--- src/hw/rtl/ctok_pkg.sv ---
// shared types, codes and lookup functions for the source tokenizer
`default_nettype none
package ctok_pkg;

	localparam int POS_BITS        = 16;
	localparam int KEYWORD_MAX_LEN = 6;
	localparam int WIN_BITS        = 8 * (KEYWORD_MAX_LEN + 1);
	localparam int QDEPTH          = 4;
	localparam int QPTR_W          = $clog2(QDEPTH);
	localparam int QCNT_W          = $clog2(QDEPTH + 1);

	localparam logic [15:0] LINE_MAX = 16'hFFFF;

	// scan modes
	localparam logic [3:0] M_IDLE     = 4'd0;
	localparam logic [3:0] M_OP       = 4'd1;
	localparam logic [3:0] M_SLASH    = 4'd2;
	localparam logic [3:0] M_LINE     = 4'd3;
	localparam logic [3:0] M_BLK      = 4'd4;
	localparam logic [3:0] M_BLK_STAR = 4'd5;
	localparam logic [3:0] M_WORD     = 4'd6;
	localparam logic [3:0] M_NUM      = 4'd7;
	localparam logic [3:0] M_STR      = 4'd8;

	// token kinds
	localparam logic [5:0] K_INT_LIT    = 6'd0;
	localparam logic [5:0] K_FLOAT_LIT  = 6'd1;
	localparam logic [5:0] K_STRING_LIT = 6'd2;
	localparam logic [5:0] K_IDENT      = 6'd3;
	localparam logic [5:0] K_KW_INT     = 6'd4;
	localparam logic [5:0] K_KW_FLOAT   = 6'd5;
	localparam logic [5:0] K_KW_STRING  = 6'd6;
	localparam logic [5:0] K_KW_BOOL    = 6'd7;
	localparam logic [5:0] K_KW_VOID    = 6'd8;
	localparam logic [5:0] K_KW_LIST    = 6'd9;
	localparam logic [5:0] K_KW_TRUE    = 6'd10;
	localparam logic [5:0] K_KW_FALSE   = 6'd11;
	localparam logic [5:0] K_KW_IF      = 6'd12;
	localparam logic [5:0] K_KW_ELSE    = 6'd13;
	localparam logic [5:0] K_KW_WHILE   = 6'd14;
	localparam logic [5:0] K_KW_RETURN  = 6'd15;
	localparam logic [5:0] K_PLUS       = 6'd16;
	localparam logic [5:0] K_MINUS      = 6'd17;
	localparam logic [5:0] K_STAR       = 6'd18;
	localparam logic [5:0] K_SLASH      = 6'd19;
	localparam logic [5:0] K_PERCENT    = 6'd20;
	localparam logic [5:0] K_ASSIGN     = 6'd21;
	localparam logic [5:0] K_COMMA      = 6'd22;
	localparam logic [5:0] K_SEMI       = 6'd23;
	localparam logic [5:0] K_ANDAND     = 6'd24;
	localparam logic [5:0] K_OROR       = 6'd25;
	localparam logic [5:0] K_LPAREN     = 6'd26;
	localparam logic [5:0] K_RPAREN     = 6'd27;
	localparam logic [5:0] K_LBRACE     = 6'd28;
	localparam logic [5:0] K_RBRACE     = 6'd29;
	localparam logic [5:0] K_LBRACK     = 6'd30;
	localparam logic [5:0] K_RBRACK     = 6'd31;
	localparam logic [5:0] K_DOT        = 6'd32;
	localparam logic [5:0] K_EOF        = 6'd33;
	localparam logic [5:0] K_ERROR      = 6'd34;
	localparam logic [5:0] K_GT         = 6'd35;
	localparam logic [5:0] K_LT         = 6'd36;
	localparam logic [5:0] K_GE         = 6'd37;
	localparam logic [5:0] K_LE         = 6'd38;
	localparam logic [5:0] K_EQEQ       = 6'd39;
	localparam logic [5:0] K_NE         = 6'd40;
	localparam logic [5:0] K_NOT        = 6'd41;

	// error codes
	localparam logic [2:0] E_NONE       = 3'd0;
	localparam logic [2:0] E_OPEN_CMT   = 3'd1;
	localparam logic [2:0] E_LONE_AND   = 3'd2;
	localparam logic [2:0] E_LONE_OR    = 3'd3;
	localparam logic [2:0] E_SECOND_DOT = 3'd4;
	localparam logic [2:0] E_BAD_CHAR   = 3'd5;
	localparam logic [2:0] E_OPEN_STR   = 3'd6;

	typedef struct packed {
		logic [5:0]  kind;
		logic [15:0] start;
		logic [15:0] length;
		logic [15:0] line;
		logic [2:0]  err;
		logic [7:0]  bad;
		logic        last;
	} tok_t;

	typedef struct packed {
		logic [1:0] n;
		tok_t       r0;
		tok_t       r1;
	} tok_pair_t;

	function automatic logic is_alpha(input logic [7:0] c);
		return (c >= "a" && c <= "z") || (c >= "A" && c <= "Z");
	endfunction

	function automatic logic is_digit(input logic [7:0] c);
		return c >= "0" && c <= "9";
	endfunction

	// keyword match on the right-aligned window of recent word bytes
	function automatic logic [5:0] kw_kind(input logic [WIN_BITS-1:0] w);
		logic [5:0] k;
		k = K_IDENT;
		if (w == WIN_BITS'("int"))         k = K_KW_INT;
		else if (w == WIN_BITS'("float"))  k = K_KW_FLOAT;
		else if (w == WIN_BITS'("bool"))   k = K_KW_BOOL;
		else if (w == WIN_BITS'("void"))   k = K_KW_VOID;
		else if (w == WIN_BITS'("list"))   k = K_KW_LIST;
		else if (w == WIN_BITS'("true"))   k = K_KW_TRUE;
		else if (w == WIN_BITS'("false"))  k = K_KW_FALSE;
		else if (w == WIN_BITS'("if"))     k = K_KW_IF;
		else if (w == WIN_BITS'("else"))   k = K_KW_ELSE;
		else if (w == WIN_BITS'("while"))  k = K_KW_WHILE;
		else if (w == WIN_BITS'("return")) k = K_KW_RETURN;
		else if (w == WIN_BITS'("string")) k = K_KW_STRING;
		return k;
	endfunction

	// single character tokens, zero when the byte is none of them
	function automatic logic [5:0] op_kind(input logic [7:0] c);
		logic [5:0] k;
		k = 6'd0;
		case (c)
			"+": k = K_PLUS;
			"-": k = K_MINUS;
			"*": k = K_STAR;
			"%": k = K_PERCENT;
			",": k = K_COMMA;
			";": k = K_SEMI;
			"(": k = K_LPAREN;
			")": k = K_RPAREN;
			"{": k = K_LBRACE;
			"}": k = K_RBRACE;
			"[": k = K_LBRACK;
			"]": k = K_RBRACK;
			".": k = K_DOT;
			default: k = 6'd0;
		endcase
		return k;
	endfunction

	function automatic logic [15:0] sat_len(input logic [POS_BITS-1:0] v);
		logic [31:0] w;
		w = 32'(v);
		return (w > 32'd65535) ? 16'hFFFF : w[15:0];
	endfunction

	function automatic tok_t mk_tok(input logic [5:0] kind, input logic [POS_BITS-1:0] start,
			input logic [15:0] len, input logic [15:0] line, input logic [2:0] err,
			input logic [7:0] bad);
		tok_t t;
		t.kind   = kind;
		t.start  = 16'(start);
		t.length = len;
		t.line   = line;
		t.err    = err;
		t.bad    = bad;
		t.last   = 1'b0;
		return t;
	endfunction

endpackage
`default_nettype wire

--- src/hw/rtl/ctok_scan.sv ---
// scanner state and per-byte token logic, up to two tokens per byte
`default_nettype none
module ctok_scan import ctok_pkg::*; (
	input  wire logic      clk,
	input  wire logic      arst_n,
	input  wire logic      step,
	input  wire logic [7:0] byte_s1,
	output tok_pair_t      res
);

	logic [3:0]          mode_q, mode_d;
	logic [7:0]          pend_q, pend_d;
	logic [WIN_BITS-1:0] win_q, win_d;
	logic [POS_BITS-1:0] pos_q, pos_d;
	logic [15:0]         line_q, line_d;
	logic [POS_BITS-1:0] tbeg_q, tbeg_d;
	logic [15:0]         cline_q, cline_d;
	logic                dot_q, dot_d;

	always_comb begin
		logic [7:0]          c;
		logic                redo;
		logic                ended;
		logic                line_up;
		logic                e0_v, e1_v;
		tok_t                e0, e1;
		logic [5:0]          two;
		logic [5:0]          ok;
		logic [15:0]         span;
		logic [POS_BITS-1:0] pmax;

		c       = byte_s1;
		redo    = 1'b0;
		ended   = 1'b0;
		line_up = 1'b0;
		e0_v    = 1'b0;
		e1_v    = 1'b0;
		e0      = '0;
		e1      = '0;
		two     = 6'd0;
		ok      = op_kind(c);
		pmax    = {POS_BITS{1'b1}};
		span    = sat_len((pos_q >= tbeg_q) ? pos_q - tbeg_q : '0);

		mode_d  = mode_q;
		pend_d  = pend_q;
		win_d   = win_q;
		pos_d   = pos_q;
		line_d  = line_q;
		tbeg_d  = tbeg_q;
		cline_d = cline_q;
		dot_d   = dot_q;

		unique case (mode_q) inside
			M_OP: begin
				if (c == "=" && pend_q == ">") two = K_GE;
				else if (c == "=" && pend_q == "<") two = K_LE;
				else if (c == "=" && pend_q == "!") two = K_NE;
				else if (c == "=" && pend_q == "=") two = K_EQEQ;
				else if (c == "&" && pend_q == "&") two = K_ANDAND;
				else if (c == "|" && pend_q == "|") two = K_OROR;
				e0_v = 1'b1;
				if (two != 6'd0) begin
					e0 = mk_tok(two, tbeg_q, 16'd2, line_q, E_NONE, 8'd0);
					mode_d = M_IDLE;
				end else begin
					redo = 1'b1;
					case (pend_q)
						">": e0 = mk_tok(K_GT, tbeg_q, 16'd1, line_q, E_NONE, 8'd0);
						"<": e0 = mk_tok(K_LT, tbeg_q, 16'd1, line_q, E_NONE, 8'd0);
						"!": e0 = mk_tok(K_NOT, tbeg_q, 16'd1, line_q, E_NONE, 8'd0);
						"=": e0 = mk_tok(K_ASSIGN, tbeg_q, 16'd1, line_q, E_NONE, 8'd0);
						"&": e0 = mk_tok(K_ERROR, tbeg_q, 16'd1, line_q, E_LONE_AND, "&");
						default: e0 = mk_tok(K_ERROR, tbeg_q, 16'd1, line_q, E_LONE_OR, "|");
					endcase
				end
			end
			M_SLASH: begin
				if (c == "/") begin
					mode_d = M_LINE;
				end else if (c == "*") begin
					mode_d  = M_BLK;
					cline_d = line_q;
				end else begin
					e0_v = 1'b1;
					e0   = mk_tok(K_SLASH, tbeg_q, 16'd1, line_q, E_NONE, 8'd0);
					redo = 1'b1;
				end
			end
			M_LINE: begin
				if (c == "\n") begin
					line_up = 1'b1;
					mode_d  = M_IDLE;
				end else if (c == 8'd0) begin
					redo = 1'b1;
				end
			end
			M_BLK, M_BLK_STAR: begin
				if (c == 8'd0) begin
					e0_v = 1'b1;
					e0   = mk_tok(K_ERROR, tbeg_q, span, cline_q, E_OPEN_CMT, 8'd0);
					redo = 1'b1;
				end else if (c == "/" && mode_q == M_BLK_STAR) begin
					mode_d = M_IDLE;
				end else if (c == "*") begin
					mode_d = M_BLK_STAR;
				end else begin
					line_up = (c == "\n");
					mode_d  = M_BLK;
				end
			end
			M_WORD: begin
				if (is_alpha(c) || is_digit(c) || c == "_") begin
					win_d = {win_q[WIN_BITS-9:0], c};
				end else begin
					e0_v = 1'b1;
					e0   = mk_tok(kw_kind(win_q), tbeg_q, span, line_q, E_NONE, 8'd0);
					redo = 1'b1;
				end
			end
			M_NUM: begin
				if (is_digit(c)) begin
					dot_d = dot_q;
				end else if (c == "." && !dot_q) begin
					dot_d = 1'b1;
				end else if (c == ".") begin
					e0_v = 1'b1;
					e0   = mk_tok(K_ERROR, tbeg_q, span, line_q, E_SECOND_DOT, 8'd0);
					redo = 1'b1;
				end else begin
					e0_v = 1'b1;
					e0   = mk_tok(dot_q ? K_FLOAT_LIT : K_INT_LIT, tbeg_q, span, line_q,
						E_NONE, 8'd0);
					redo = 1'b1;
				end
			end
			M_STR: begin
				if (c == "\"") begin
					e0_v   = 1'b1;
					e0     = mk_tok(K_STRING_LIT, tbeg_q, span, line_q, E_NONE, 8'd0);
					mode_d = M_IDLE;
				end else if (c == 8'd0) begin
					e0_v = 1'b1;
					e0   = mk_tok(K_ERROR, tbeg_q, span, line_q, E_OPEN_STR, 8'd0);
					redo = 1'b1;
				end
			end
			default: redo = 1'b1;
		endcase

		// the byte starts afresh from idle
		if (redo) begin
			mode_d = M_IDLE;
			if (c == 8'd0) begin
				e1_v  = 1'b1;
				e1    = mk_tok(K_EOF, pos_q, 16'd0, line_q, E_NONE, 8'd0);
				ended = 1'b1;
			end else if (c == " " || c == "\t" || c == "\r") begin
				mode_d = M_IDLE;
			end else if (c == "\n") begin
				line_up = 1'b1;
			end else if (c == "/") begin
				mode_d = M_SLASH;
				tbeg_d = pos_q;
			end else if (c == ">" || c == "<" || c == "!" || c == "=" || c == "&" ||
					c == "|") begin
				mode_d = M_OP;
				pend_d = c;
				tbeg_d = pos_q;
			end else if (is_alpha(c) || c == "_") begin
				mode_d = M_WORD;
				win_d  = WIN_BITS'(c);
				tbeg_d = pos_q;
			end else if (is_digit(c)) begin
				mode_d = M_NUM;
				dot_d  = 1'b0;
				tbeg_d = pos_q;
			end else if (c == "\"") begin
				mode_d = M_STR;
				tbeg_d = (pos_q < pmax) ? pos_q + 1'b1 : pos_q;
			end else begin
				e1_v = 1'b1;
				if (ok != 6'd0) e1 = mk_tok(ok, pos_q, 16'd1, line_q, E_NONE, 8'd0);
				else e1 = mk_tok(K_ERROR, pos_q, 16'd1, line_q, E_BAD_CHAR, c);
			end
		end

		if (line_up && line_q < LINE_MAX) line_d = line_q + 16'd1;

		if (ended) begin
			mode_d  = M_IDLE;
			pend_d  = 8'd0;
			win_d   = '0;
			pos_d   = '0;
			line_d  = 16'd1;
			tbeg_d  = '0;
			cline_d = 16'd1;
			dot_d   = 1'b0;
		end else if (pos_q < pmax) begin
			pos_d = pos_q + 1'b1;
		end

		// pack in order, flag the final token of this byte
		if (e0_v) begin
			res.r0 = e0;
			res.r1 = e1;
			res.n  = e1_v ? 2'd2 : 2'd1;
		end else begin
			res.r0 = e1;
			res.r1 = e1;
			res.n  = e1_v ? 2'd1 : 2'd0;
		end
		if (res.n == 2'd2) res.r1.last = 1'b1;
		else res.r0.last = 1'b1;
	end

	always_ff @(posedge clk or negedge arst_n) begin
		if (!arst_n) begin
			mode_q  <= M_IDLE;
			pend_q  <= 8'd0;
			win_q   <= '0;
			pos_q   <= '0;
			line_q  <= 16'd1;
			tbeg_q  <= '0;
			cline_q <= 16'd1;
			dot_q   <= 1'b0;
		end else if (step) begin
			mode_q  <= mode_d;
			pend_q  <= pend_d;
			win_q   <= win_d;
			pos_q   <= pos_d;
			line_q  <= line_d;
			tbeg_q  <= tbeg_d;
			cline_q <= cline_d;
			dot_q   <= dot_d;
		end
	end

`ifndef SYNTH
	a_line_nonzero: assert property (@(posedge clk) disable iff (!arst_n)
		line_q != 16'd0 && cline_q != 16'd0)
		else $error("line count reached zero");

	a_end_gives_token: assert property (@(posedge clk) disable iff (!arst_n)
		step && byte_s1 == 8'd0 |-> res.n != 2'd0)
		else $error("end of source produced no token");

	a_end_restarts: assert property (@(posedge clk) disable iff (!arst_n)
		step && byte_s1 == 8'd0 |=> mode_q == M_IDLE && pos_q == '0 && line_q == 16'd1)
		else $error("scanner did not restart after end of source");
`endif

endmodule
`default_nettype wire

--- src/hw/rtl/ctok_outq.sv ---
// result queue, takes up to two tokens a cycle and hands out one
`default_nettype none
module ctok_outq import ctok_pkg::*; (
	input  wire logic      clk,
	input  wire logic      arst_n,
	input  wire logic      push,
	input  wire tok_pair_t res,
	output logic           room,
	output logic           m_valid,
	input  wire logic      m_ready,
	output tok_t           m_tok
);

	tok_t              q_q [QDEPTH];
	logic [QPTR_W-1:0] wr_q, rd_q;
	logic [QCNT_W-1:0] cnt_q;
	logic [1:0]        n_push;
	logic              pop;

	assign n_push  = push ? res.n : 2'd0;
	assign m_valid = cnt_q != '0;
	assign pop     = m_valid && m_ready;
	assign m_tok   = q_q[rd_q];
	// two free slots needed before the scanner may take a byte
	assign room    = cnt_q <= QCNT_W'(QDEPTH - 2);

	always_ff @(posedge clk) begin
		for (int i = 0; i < QDEPTH; i++) begin
			if (n_push != 2'd0 && wr_q == QPTR_W'(i)) q_q[i] <= res.r0;
			else if (n_push == 2'd2 && QPTR_W'(wr_q + 1'b1) == QPTR_W'(i)) q_q[i] <= res.r1;
		end
	end

	always_ff @(posedge clk or negedge arst_n) begin
		if (!arst_n) begin
			wr_q  <= '0;
			rd_q  <= '0;
			cnt_q <= '0;
		end else begin
			wr_q  <= QPTR_W'(wr_q + n_push);
			rd_q  <= QPTR_W'(rd_q + pop);
			cnt_q <= QCNT_W'(cnt_q + n_push - pop);
		end
	end

`ifndef SYNTH
	a_no_overflow: assert property (@(posedge clk) disable iff (!arst_n)
		cnt_q <= QCNT_W'(QDEPTH))
		else $error("result queue overflow");

	a_push_with_room: assert property (@(posedge clk) disable iff (!arst_n)
		n_push != 2'd0 |-> cnt_q <= QCNT_W'(QDEPTH - 2))
		else $error("tokens pushed without room");

	a_head_stable: assert property (@(posedge clk) disable iff (!arst_n)
		m_valid && !m_ready |=> m_valid && $stable(m_tok))
		else $error("head word changed while waiting");
`endif

endmodule
`default_nettype wire

--- src/hw/rtl/c_like_source_tokenizer_core.sv ---
// top level of the source tokenizer: input register, scanner, result queue
//
//  port group   dir  word                        handshake
//  s_axis_*     in   source byte, 0 ends source  tvalid/tready
//  m_axis_*     out  one token                   tvalid/tready, tlast = last of byte
//
// one byte a cycle while the queue has room: a byte is held in the input register,
// then the scanner logic updates its state and writes up to two tokens into a
// four entry queue. a byte that yields two tokens leaves it in two transfers.
// the input side stalls only while fewer than two queue slots are free.
// reset returns the scanner to idle at offset 0, line 1; byte 0 does the same.
`default_nettype none
module c_like_source_tokenizer_core import ctok_pkg::*; (
	input  wire logic        clk,
	input  wire logic        arst_n,
	input  wire logic        s_axis_tvalid,
	output logic             s_axis_tready,
	input  wire logic [7:0]  s_axis_tdata,   // [7:0] src_byte
	output logic             m_axis_tvalid,
	input  wire logic        m_axis_tready,
	output logic [63:0]      m_axis_tdata,   // tok_start, tok_length, tok_line, err_code, bad_char
	output logic [5:0]       m_axis_tuser,   // [5:0] tok_kind
	output logic             m_axis_tlast    // last token for this byte
);

	logic      valid_s1;
	logic [7:0] byte_s1;
	logic      room;
	logic      step;
	tok_pair_t res;
	tok_t      tok;

	assign step          = valid_s1 && room;
	assign s_axis_tready = !valid_s1 || room;

	always_ff @(posedge clk or negedge arst_n) begin
		if (!arst_n) begin
			valid_s1 <= 1'b0;
		end else if (s_axis_tready) begin
			valid_s1 <= s_axis_tvalid;
		end
	end

	always_ff @(posedge clk) begin
		if (s_axis_tvalid && s_axis_tready) byte_s1 <= s_axis_tdata;
	end

	ctok_scan u_scan (
		.clk     (clk),
		.arst_n  (arst_n),
		.step    (step),
		.byte_s1 (byte_s1),
		.res     (res)
	);

	ctok_outq u_outq (
		.clk     (clk),
		.arst_n  (arst_n),
		.push    (step),
		.res     (res),
		.room    (room),
		.m_valid (m_axis_tvalid),
		.m_ready (m_axis_tready),
		.m_tok   (tok)
	);

	assign m_axis_tdata = {5'd0, tok.bad, tok.err, tok.line, tok.length, tok.start};
	assign m_axis_tuser = tok.kind;
	assign m_axis_tlast = tok.last;

endmodule
`default_nettype wire
--- config.mk ---
export PLATFORM = sky130hd
export DESIGN_NAME = c_like_source_tokenizer_core
export DESIGN_NICKNAME = d
export VERILOG_FILES = /design/src/hw/rtl/ctok_pkg.sv /design/src/hw/rtl/ctok_scan.sv /design/src/hw/rtl/ctok_outq.sv /design/src/hw/rtl/c_like_source_tokenizer_core.sv
export SDC_FILE = /design/constraint.sdc
export NUM_CORES = 1
export LEC_CHECK = 0
export BUFFER_PORTS_ARGS = -buffer_cell sky130_fd_sc_hd__buf_4
export CORE_MARGIN = 2
export CORE_UTILIZATION = 45
export CTS_CLUSTER_SIZE = 25
export DETAILED_ROUTE_END_ITERATION = 8
export SETUP_SLACK_MARGIN = 0.2
export SYNTH_ARGS = -nofsm -noshare
export SYNTH_HDL_FRONTEND = slang
export SYNTH_SLANG_ARGS = --single-unit
--- constraint.sdc ---
create_clock -name clk -period 10.4 [get_ports clk]
set_input_delay 2.08 -clock clk [delete_from_list [all_inputs] [get_ports clk]]
set_output_delay 2.08 -clock clk [all_outputs]
set_load 0.05 [all_outputs]
Word level (Yosys, flattened, before mapping) --
Memory sizes are Yosys's and may differ from the RTL's. Index checks and enable logic that the tools add are counted.
Word-level totals: memories kept 1, flip-flop bits (word level) 149, output and inout bits 73, memory bits (read-only) 0, word-level logic and storage cells 341, memory bits (writable) 264, latch bits 0
Operators by class: reduce and logical (&&, ||, !) cells 59, mux-type cells 177, order comparisons 10, equal/unequal tests 69, bitwise logic cells 4, add/subtract/negate cells 8, multipliers 0, shift-type cells 0, divide/modulo/power cells 0
Memories:
- u_outq.q_q | words 4, bits a word 66, rd ports 1, clocked after Yosys merged registers in 0, write ports 2, RTL line ctok_outq.sv:14 | tok_t q_q [QDEPTH];
Operators with widths (count):
- 2-to-1 mux 66 bit | 25
- 2-to-1 mux 56 bit | 10
- case mux 66 bit (6 select lines) | 1
- case mux 66 bit (5 select lines) | 1
- 2-to-1 mux 16 bit | 19
- == test 56 x 31 -> 1 bit (second input constant) | 5
- == test 8 x 6 -> 1 bit (second input constant) | 22
- == test 56 x 39 -> 1 bit (second input constant) | 3
- 2-to-1 mux 134 bit | 1
- OR reduction 66 bit | 2
- == test 56 x 47 -> 1 bit (second input constant) | 2
- 2-to-1 mux 6 bit | 17
- case mux 6 bit (13 select lines) | 1
- 2-to-1 mux 4 bit | 17
- 2-to-1 mux 1 bit | 67
- 2-to-1 mux 65 bit | 1
- == test 8 x 7 -> 1 bit (second input constant) | 8
- == test 56 x 15 -> 1 bit (second input constant) | 1
- == test 56 x 23 -> 1 bit (second input constant) | 1
- 2-to-1 mux 8 bit | 7
- adder 16 x 1 -> 16 bit (second input constant) | 2
- less-than comparator 16 bit (second input constant) | 2
- logical AND 1 bit | 23
- case mux 4 bit (5 select lines) | 1
- 42 further kinds | 88

Logic depth before layout (Yosys ltp) --
depth in word-level cells 25, depth in mapped cells 19

Cells and area by module --
From an unflattened synthesis, not the netlist that was laid out.
Second synthesis, totals: cells, all modules 1914, area, all modules 23465.0 um^2
Modules (own cells, without submodules):
- ctok_outq | seq. area each 8102.8 um^2, instances 1, area an instance 13100.1 um^2, cells an instance 685
- ctok_scan | seq. area each 3330.7 um^2, instances 1, area an instance 10023.4 um^2, cells an instance 1210
- c_like_source_tokenizer_core | seq. area each 265.3 um^2, instances 1, area an instance 341.6 um^2, cells an instance 19

Least setup slack after synthesis --
Ideal clock, no wire load.
path kind register -> register, from register byte_s1[7], to memory u_outq.q_q[1][0] (netlist name) (enable), arrival 7.850 ns, clock period less this slack 8.435 ns, data required time 9.815 ns, path slack 1.965 ns, stages on the path, launching flop included 13, cell sequence edfxtp_1 > clkbuf_1 > and4bb_2 > nand2_1 > o211a_1 > or4_4 > o311a_4 > buf_2 > buf_2 > ha_1 > nand2b_1 > nand2_1 > nor3b_1
RTL lines:
- from (decl) | RTL line c_like_source_tokenizer_core.sv:27 | logic [7:0] byte_s1;
- from (signal assigned) | RTL line c_like_source_tokenizer_core.sv:45 | if (s_axis_tvalid && s_axis_tready) byte_s1 <= s_axis_tdata;
- to (decl) | RTL line ctok_outq.sv:14

==> out/metrics.cfg <==
[flow_run]
maxCapViolCount = 0

[critical_path]
r2r_slack_ns = 3.99
start_kind = register
crit_type = reg2reg
crit_end = u_outq.q_q[2][52]
worst_setup_path_end_kind = register
crit_start = byte_s1[4]
reg2reg_depth = 12
required_ns = 10.62
rr_endpoint = u_outq.q_q[2][52]
worstPathArrival_ns = 6.64
crit_fanout = 34
timing.rr.start = byte_s1[4]

[grt]
grt_max_degree = 85
grt_overflow = 0
grtUsageTotal_pct = 24.6
grt_pass1_vias = 15400
antenna_found_initial = 0
grt_pass1_wl_um = 93300

[floorplan]
dieArea_mm2 = 0.0490
start_util_pct = 45.6
die_h_um = 221
core_area_mm2 = 0.0467
rows = 79
die_w_um = 221
ioPinCount = 85

[place]
port_buffers = 79
dp_hpwl_um = 39900
dp_slack_ns = 4.03
gp_congestion = 0.909
placed_area_mm2 = 0.0223

[clocking]
cts_buffers = 46
clkTransAtPathRegs_ns = 0.06
clock_path_buffers = 3
cts.sinks = 413
insertion_delay_ns = 0.60
cts-root-buf = clkbuf_16
hold_buffers = 0
cts_setup_buffers = 0
cts_tree = built
cts_max_level = 2
postCtsResizedCells = 0

[synth]
postSynthCellCount = 1865
synth_seq_cells = 413
synth_edf_count = 256
async_flop_share_pct = 34.1
ys_types = 93
yosys_most_used_dff = edfxtp_1
yosysWarnings = 0
syn_area_mm2 = 0.0213
syn-mean-instance-area_um2 = 11.4
ys_seq_area_share_pct = 54.2

[timing]
fin_ws_ns = 3.99
fin_crit_ns = 6.41
setup_viol = 0
fin_tns_setup_ns = 0
finalHoldViolations = 0
rsz0062_at_grt = no
finClkSkew_ns = 0.0335
fin_crit_sh_pct = 61.6
fmax_mhz = 156
worstMarginPinSlew_ns = 1.16
maxSlewHeadroom_pct = 22.4
slew_violations = 0

[finish]
layout.nets = 1924
layout_common_cells = 256 x edfxtp_1, 235 x nand2_1, 149 x nor2_1, 137 x dfrtp_1, 131 x a22o_1
drive_gt1_share_pct = 16.1
utilization_pct = 51.2
final_cell_area_mm2 = 0.0239
fillers = 4114
n_antenna_cell = 0
final_common_cell = edfxtp_1
syn_to_final_growth_pct = 12.3

[power]
p_total_mw = 7.15
p_leak_nw = 9.26
power_density_mw_per_mm2 = 299
peakVddDrop_mv = 0.257

[run_status]
violations = DRC
status = finished with violations

[route]
dr.pass1.iters = 9
vias = 15700
vias_per_cell = 6.22
routedWlPerCell_um = 23.8
drc = 7
drtIter0Drc = 1408
wl_um = 60200
final_antenna_net_count = 0

[min_path]
min_path_type = reg2reg

## per-layer routing
layer / GRT usage (%) / vias up / wire length, um
met5: 0.978 / - / 68
li1: - / 7120 / -
met4: 6.36 / 2 / 1280
met2: 39.0 / 582 / 28200
met1: 35.1 / 7956 / 26400
met3: 4.54 / 72 / 4240
## power by group
group / switching (mW) / internal (mW)
Clock: 0.691 / 0.955
Sequential: 0.303 / 2.13
Combinational: 2.08 / 0.994
Total: 3.07 / 4.07
## worst max-delay path, stage by stage, from the launching register on
cell      delay [ns]
edfxtp_1        0.72
nor4b_4         0.85
nand3_2         0.21
o211a_1         0.33
or4_4           0.58
o311a_4         0.49
ha_1            0.40
nand2b_1        0.22
nor2_1          0.17
nand3b_1        0.34
and2_0          0.62
inv_2           0.51
buf_4           0.57
## synth_stat cells, types with 17 or more instances
library cell,n,area share (%)
edfxtp_1,256,36
nand2_1,235,4.1
nor2_1,152,2.7
dfrtp_1,139,16
a22o_1,131,5.4
o21ai_0,117,2.8
clkbuf_1,88,1.6
mux4_2,66,7.0
nand3_1,60,1.4
a21oi_1,48,1.1
and3_1,34,1.0
inv_1,33,0.58
o22ai_1,32,0.94
nor3_1,28,0.66
ha_1,25,1.5
buf_2,21,0.49
mux2i_1,21,0.99
buf_1,20,0.35
xnor2_1,20,0.82
and2_1,19,0.56
xor2_1,17,0.70
## how the worst min path moves through the flow
stage          cells after the start                 to               from  slack [ns]
6_report                           2  u_outq.q_q[2][42]  u_outq.q_q[2][42]        0.46
5_1_grt                            2  u_outq.q_q[2][34]  u_outq.q_q[2][34]        0.49
4_1_cts                            2  u_outq.q_q[2][42]  u_outq.q_q[2][42]        0.47
3_5_place_dp                       2  u_outq.q_q[2][43]  u_outq.q_q[2][43]        0.45
3_3_place_gp                       2  u_outq.q_q[2][43]  u_outq.q_q[2][43]        0.43
2_1_floorplan                      2  u_outq.q_q[2][10]  u_outq.q_q[2][10]        0.42
## flip-flops by register name, indices dropped and copies added, names as in the netlist
name and flops:
u_outq.q_q 264, u_scan.win_q 56, u_scan.cline_q 16, u_scan.line_q 16, u_scan.pos_q 16, u_scan.tbeg_q 16
byte_s1 8, u_scan.pend_q 8, u_scan.mode_q 4, u_outq.cnt_q 3, u_outq.rd_q 2, u_outq.wr_q 2
u_scan.dot_q 1, valid_s1 1
## logic make-up (layout without fill, tap and decap cells)
logic type	count (synthesis)	after routing	share of synthesized area [%]
flip-flops	413	413	54.2
other	1	5	0.0176
buffers and inverters	175	229	3.45
AO/OA/AOI/OAI	443	443	15.1
multiplexers	91	91	8.19
adder cells (fa/ha/maj)	27	27	1.66
XOR/XNOR	37	37	1.52
AND/OR/NAND/NOR	678	678	15.9
## stage by stage
stage / hold slack, ns / cells
after CTS: 0.466 / 2530
after detailed placement: 0.450 / 2444
final: 0.464 / 2530
after floorplan: 0.420 / 1869
after global placement: 0.433 / 2444
after global routing: 0.495 / 2530
## layout make-up
class                           count  area [um^2]  share of cell area, %
Sequential cell                   413        11500                   48.3
Multi-Input combinational cell   1281         9070                   38.0
Clock buffer                       64         1330                   5.56
Timing Repair Buffer              109          822                   3.44
Tap cell                          607          759                   3.18
Clock inverter                     22          233                  0.974
Inverter                           34          128                  0.534
Power figures use the tool's default switching activity.
